`src/sot_pkg.sv`:
```
// ----------------------------------------------------------------------------
// sot_pkg - shared definitions for the shape overlap test
// Field widths and shape kind codes used by the datapath and the top level.
// ----------------------------------------------------------------------------
package sot_pkg;

   localparam int SIZE_BITS = 15;
   localparam int KIND_BITS = 2;
   localparam int RSP_BITS  = 8;

   typedef logic [KIND_BITS-1:0] kind_type;

   localparam kind_type KIND_RECT_RECT     = 2'd0;
   localparam kind_type KIND_RECT_CIRCLE   = 2'd1;
   localparam kind_type KIND_CIRCLE_CIRCLE = 2'd2;
   localparam kind_type KIND_UNUSED        = 2'd3;

endpackage

```
`src/sot_eval.sv`:
```
// ----------------------------------------------------------------------------
// sot_eval - overlap evaluation datapath
// Combinational rect-rect, rect-circle and circle-circle tests on one
// registered shape pair. Halves are avoided by doubling the other side.
// ----------------------------------------------------------------------------
module sot_eval #(
   parameter int COORD_BITS = 16
) (
   input  sot_pkg::kind_type                      kind,
   input  logic signed [COORD_BITS-1:0]           first_x,
   input  logic signed [COORD_BITS-1:0]           first_y,
   input  logic [sot_pkg::SIZE_BITS-1:0]          first_width,
   input  logic [sot_pkg::SIZE_BITS-1:0]          first_height,
   input  logic [sot_pkg::SIZE_BITS-1:0]          first_radius,
   input  logic signed [COORD_BITS-1:0]           second_x,
   input  logic signed [COORD_BITS-1:0]           second_y,
   input  logic [sot_pkg::SIZE_BITS-1:0]          second_width,
   input  logic [sot_pkg::SIZE_BITS-1:0]          second_height,
   input  logic [sot_pkg::SIZE_BITS-1:0]          second_radius,
   output logic                                   overlap
);
   import sot_pkg::*;

   // linear width holds 2*diff plus or minus a size with margin
   localparam int LW = ((COORD_BITS > SIZE_BITS) ? COORD_BITS : SIZE_BITS) + 4;
   localparam int QW = 2 * LW;
   localparam int RW = SIZE_BITS + 2;
   localparam int RQ = 2 * RW;

   logic signed [LW-1:0] dx, dy, dx2, dy2;
   logic signed [LW-1:0] w1, h1, w2, h2, r2;
   logic signed [LW-1:0] adx2, ady2;
   logic signed [LW-1:0] ex, ey, aex, aey;
   logic signed [LW-1:0] sx, sy, asx, asy;
   logic [QW-1:0]        sq_dx, sq_dy, sq_ex, sq_ey;
   logic [QW:0]          dist_sq, corner_sq;
   logic [SIZE_BITS-1:0] big;
   logic [RW-1:0]        rad_sum, rad_dbl;
   logic [RQ-1:0]        sq_rad, sq_rdbl;
   logic                 near_hit, in_x, in_y, corner_hit, side_x, side_y;
   logic                 rr_hit, rc_hit, cc_hit;

   always_comb begin
      dx   = LW'(first_x) - LW'(second_x);
      dy   = LW'(first_y) - LW'(second_y);
      dx2  = dx <<< 1;
      dy2  = dy <<< 1;
      adx2 = (dx2 < 0) ? -dx2 : dx2;
      ady2 = (dy2 < 0) ? -dy2 : dy2;
      w1   = signed'(LW'(first_width));
      h1   = signed'(LW'(first_height));
      w2   = signed'(LW'(second_width));
      h2   = signed'(LW'(second_height));
      r2   = signed'(LW'({second_radius, 1'b0}));

      sq_dx   = QW'(unsigned'(adx2 >>> 1)) * QW'(unsigned'(adx2 >>> 1));
      sq_dy   = QW'(unsigned'(ady2 >>> 1)) * QW'(unsigned'(ady2 >>> 1));
      dist_sq = (QW+1)'(sq_dx) + (QW+1)'(sq_dy);

      // one squarer serves both the circle sum and the coarse reject bound
      big     = (first_width < first_height) ? first_height : first_width;
      rad_sum = (kind == KIND_CIRCLE_CIRCLE) ?
                RW'(first_radius) + RW'(second_radius) :
                RW'(big) + RW'(second_radius);
      sq_rad  = RQ'(rad_sum) * RQ'(rad_sum);
      near_hit = dist_sq < (QW+1)'(sq_rad);

      in_x = adx2 < w1;
      in_y = ady2 < h1;

      // circle left of rect center picks the low corner, else the high one
      ex  = (dx > 0) ? dx2 - w1 : dx2 + w1;
      ey  = (dy > 0) ? dy2 - h1 : dy2 + h1;
      aex = (ex < 0) ? -ex : ex;
      aey = (ey < 0) ? -ey : ey;
      sq_ex     = QW'(unsigned'(aex)) * QW'(unsigned'(aex));
      sq_ey     = QW'(unsigned'(aey)) * QW'(unsigned'(aey));
      corner_sq = (QW+1)'(sq_ex) + (QW+1)'(sq_ey);
      rad_dbl   = RW'({second_radius, 1'b0});
      sq_rdbl   = RQ'(rad_dbl) * RQ'(rad_dbl);
      corner_hit = corner_sq < (QW+1)'(sq_rdbl);

      sx  = (dx > 0) ? r2 - dx2 : -dx2 - r2;
      sy  = (dy > 0) ? r2 - dy2 : -dy2 - r2;
      asx = (sx < 0) ? -sx : sx;
      asy = (sy < 0) ? -sy : sy;
      side_x = in_y && (asx < w1);
      side_y = in_x && (asy < h1);

      rr_hit = (adx2 < w1 + w2) && (ady2 < h1 + h2);
      rc_hit = near_hit && ((in_x && in_y) || corner_hit || side_x || side_y);
      cc_hit = near_hit;

      case (kind)
         KIND_RECT_RECT:     overlap = rr_hit;
         KIND_RECT_CIRCLE:   overlap = rc_hit;
         KIND_CIRCLE_CIRCLE: overlap = cc_hit;
         default:            overlap = 1'b0;
      endcase
   end

endmodule

```
`config.mk`:
```
export PLATFORM = sky130hd
export DESIGN_NAME = sot_eval
export DESIGN_NICKNAME = d
export VERILOG_FILES = /design/src/sot_pkg.sv /design/src/sot_eval.sv
export SDC_FILE = /design/constraint.sdc
export NUM_CORES = 2
export LEC_CHECK = 0
export BUFFER_PORTS_ARGS = -buffer_cell sky130_fd_sc_hd__buf_2
export CORE_MARGIN = 8
export CORE_UTILIZATION = 40
export DETAILED_ROUTE_END_ITERATION = 6
export PLACE_DENSITY = 0.55
export SYNTH_ARGS = -nofsm -noshare
export SYNTH_HDL_FRONTEND = slang
export SYNTH_SLANG_ARGS = --single-unit
```
`constraint.sdc`:
```
create_clock -name vclk -period 14.71
set_input_delay 0.7355 -clock vclk [all_inputs]
set_output_delay 0.7355 -clock vclk [all_outputs]
set_load 0.1 [all_outputs]
```
==> flow_summary_export.csv <==
group,metric,value,unit
run_status,status,"finished, violations left",
run_status,violations,"negative setup slack",
place,gp_congestion,0.998,
synth,ys_seq_area_frac,0,
timing,finalCritPeriodShare,1.05,
timing,fin_crit,15.46,ns
route,first_iter_violations,2456,
global_routing,grt_util_all_layers,0.239,
setup_path,crit_path_frequent_cell,"fa_1",
timing,hold_viol,0,
global_routing,overflow,0,
timing,rsz0062_at_grt,"yes",
setup_path,endpoint_kind,"primary output",
worst_hold_path,hold_depth,4,
floorplanning,core,0.181,mm²
setup_path,arrival,14.72,ns
final_layout,final_cell_mix,"inv_1, fa_1, buf_4",
setup_path,critPathRequiredTime,13.97,ns
run,maxCapViolations,0,
worst_hold_path,hold_class,"in2out",
route,drt_wl_total,233,mm
global_routing,globalRouteMet3Util,0.0114,
synth,synthCells,8320,
timing,slew_violations,0,
cts,cts-hold-fix-buffers,0,
global_routing,met2_usage,0.442,
final_layout,area_delta_synth_final,18.0,%
place,hpwl,215,mm
synth,avgSynthCellArea,8.75,µm²
timing,fin_ws,-0.749,ns
final_layout,n_fill_cell,17600,
setup_path,crit_path_max_fanout,6,
timing,max_clock_freq,64.7,MHz
floorplanning,die_h,443,µm
timing,tightestPinTransition,1.03,ns
global_routing,grt_max_degree,29,
setup_path,crit_buf_inv,14,
global_routing,use_met1,0.286,
final_layout,seq_cell_count,0,
worst_hold_path,min_delay_worst_endpoint,"overlap",
global_routing,busiest_layer,"met2",
final_layout,drive_above_1_share,0.157,
floorplanning,die_x,443,µm
setup_path,startpoint_type,"primary input",
final_layout,finish.instance_area,0.0859,mm²
setup_path,slowest_delay,0.62,ns
route,avgRoutedWirePerCell,19.5,µm
route,via_count,59100,
final_layout,clockBufferCount,0,
route,ant_nets,0,
route,dr.pass1.iters,5,
timing,hold_ws,1.97,ns
synth,synth_cell_type_count,97,
floorplanning,io_pins,157,
timing,setup_viol,1,
setup_path,path_delay_family,"adder cells",
place,place_area,0.0853,mm²
setup_path,criticalPathCategory,"in2out",
synth,ys_warn_count,0,
global_routing,grt_pass1_wl,371,mm
global_routing,grt_pass1_vias,65900,
floorplanning,die-area,0.196,mm²
final_layout,layout_commonest_cell,"inv_1",
floorplanning,initial_core_util,0.403,
synth,synth_area,0.0728,mm²
place,io_buffers,157,
global_routing,antenna_found_initial,10,
final_layout,final_util,0.475,
final_layout,multi_input_area,0.0646,mm²
setup_path,cp_slowest_cell,"fa_1",
route,remaining_drc_errors,0,
final_layout,seq_area,0,µm²
final_layout,nNetsFinal,12400,
route,vias_per_cell,4.94,
timing,slew_headroom,0.306,
worst_hold_path,worstHoldStart,"kind[0]",
floorplanning,num_rows,156,
-- logic make-up (layout without fill, tap and decap cells) --
family,after synthesis,count (layout),share of synthesized area
adders and majority gates,2630,2630,0.617
buffers and inverters,2458,3595,0.127
and+or+nand+nor,1799,1799,0.111
AOI/OAI and AO/OA,1014,1014,0.0924
xor gates and xnor gates,365,365,0.0443
muxes,52,52,0.00741
other,2,141,0.000103
-- layout make-up --
type | count | area share
antenna | 7 | 0.000204
inverter | 2304 | 0.101
multi-input combinational | 5994 | 0.753
tap | 2370 | 0.0345
timing repair buffer | 1291 | 0.112
-- metrics by stage --
step	setup TNS [ns]	cells	worst slack (ns)
6_report	-0.749	12000	-0.749
5_1_grt	-1.45	12000	-1.45
4_1_cts	-0.945	12000	-0.945
3_5_place_dp	-1.22	11900	-1.22
3_3_place_gp	-0.943	11900	-0.943
2_1_floorplan	0	8452	0.00550
-- worst max-delay path by stage --
stage / depth (start not counted) / from / slack (ns) / end
finish: 61 / second_y[1] / -0.75 / overlap
global route: 66 / second_y[1] / -1.45 / overlap
CTS: 65 / first_x[0] / -0.94 / overlap
detailed placement: 63 / first_x[0] / -1.22 / overlap
global placement: 63 / first_x[0] / -0.94 / overlap
floorplan: 61 / first_x[0] / 0.005 / overlap
-- cells in the mapped netlist (41+ instances only) --
library cell | count | area share
inv_1 | 2262 | 0.12
nor2_1 | 707 | 0.036
xnor2_1 | 253 | 0.030
a21oi_1 | 274 | 0.019
nand3_1 | 63 | 0.0043
nor2b_1 | 85 | 0.0073
o21ai_0 | 173 | 0.012
o21a_1 | 72 | 0.0074
o21bai_1 | 53 | 0.0055
ha_1 | 1032 | 0.18
a21o_1 | 115 | 0.012
nand2_1 | 539 | 0.028
xor2_1 | 108 | 0.013
nand2b_1 | 72 | 0.0062
nor3_1 | 87 | 0.0060
fa_1 | 1598 | 0.44
clkbuf_1 | 118 | 0.0061
and2_1 | 52 | 0.0045
a31oi_1 | 41 | 0.0035
-- layer usage --
layer,vias to the layer above,wire length (µm)
met5,-,0
met4,0,14300
met3,408,6110
met2,1064,119000
met1,29700,93300
li1,27900,-
-- repair_timing --
action / 4_1_cts / 5_1_grt
buffers inserted: 20 / 4
setup endpoints to repair: 1 / 1
pin swaps: 50 / 29
resized for setup: 48 / 40
Power is left out: the tool's default activity adds up to more than one toggle a clock period on the data nets, which glitch-free logic cannot reach.
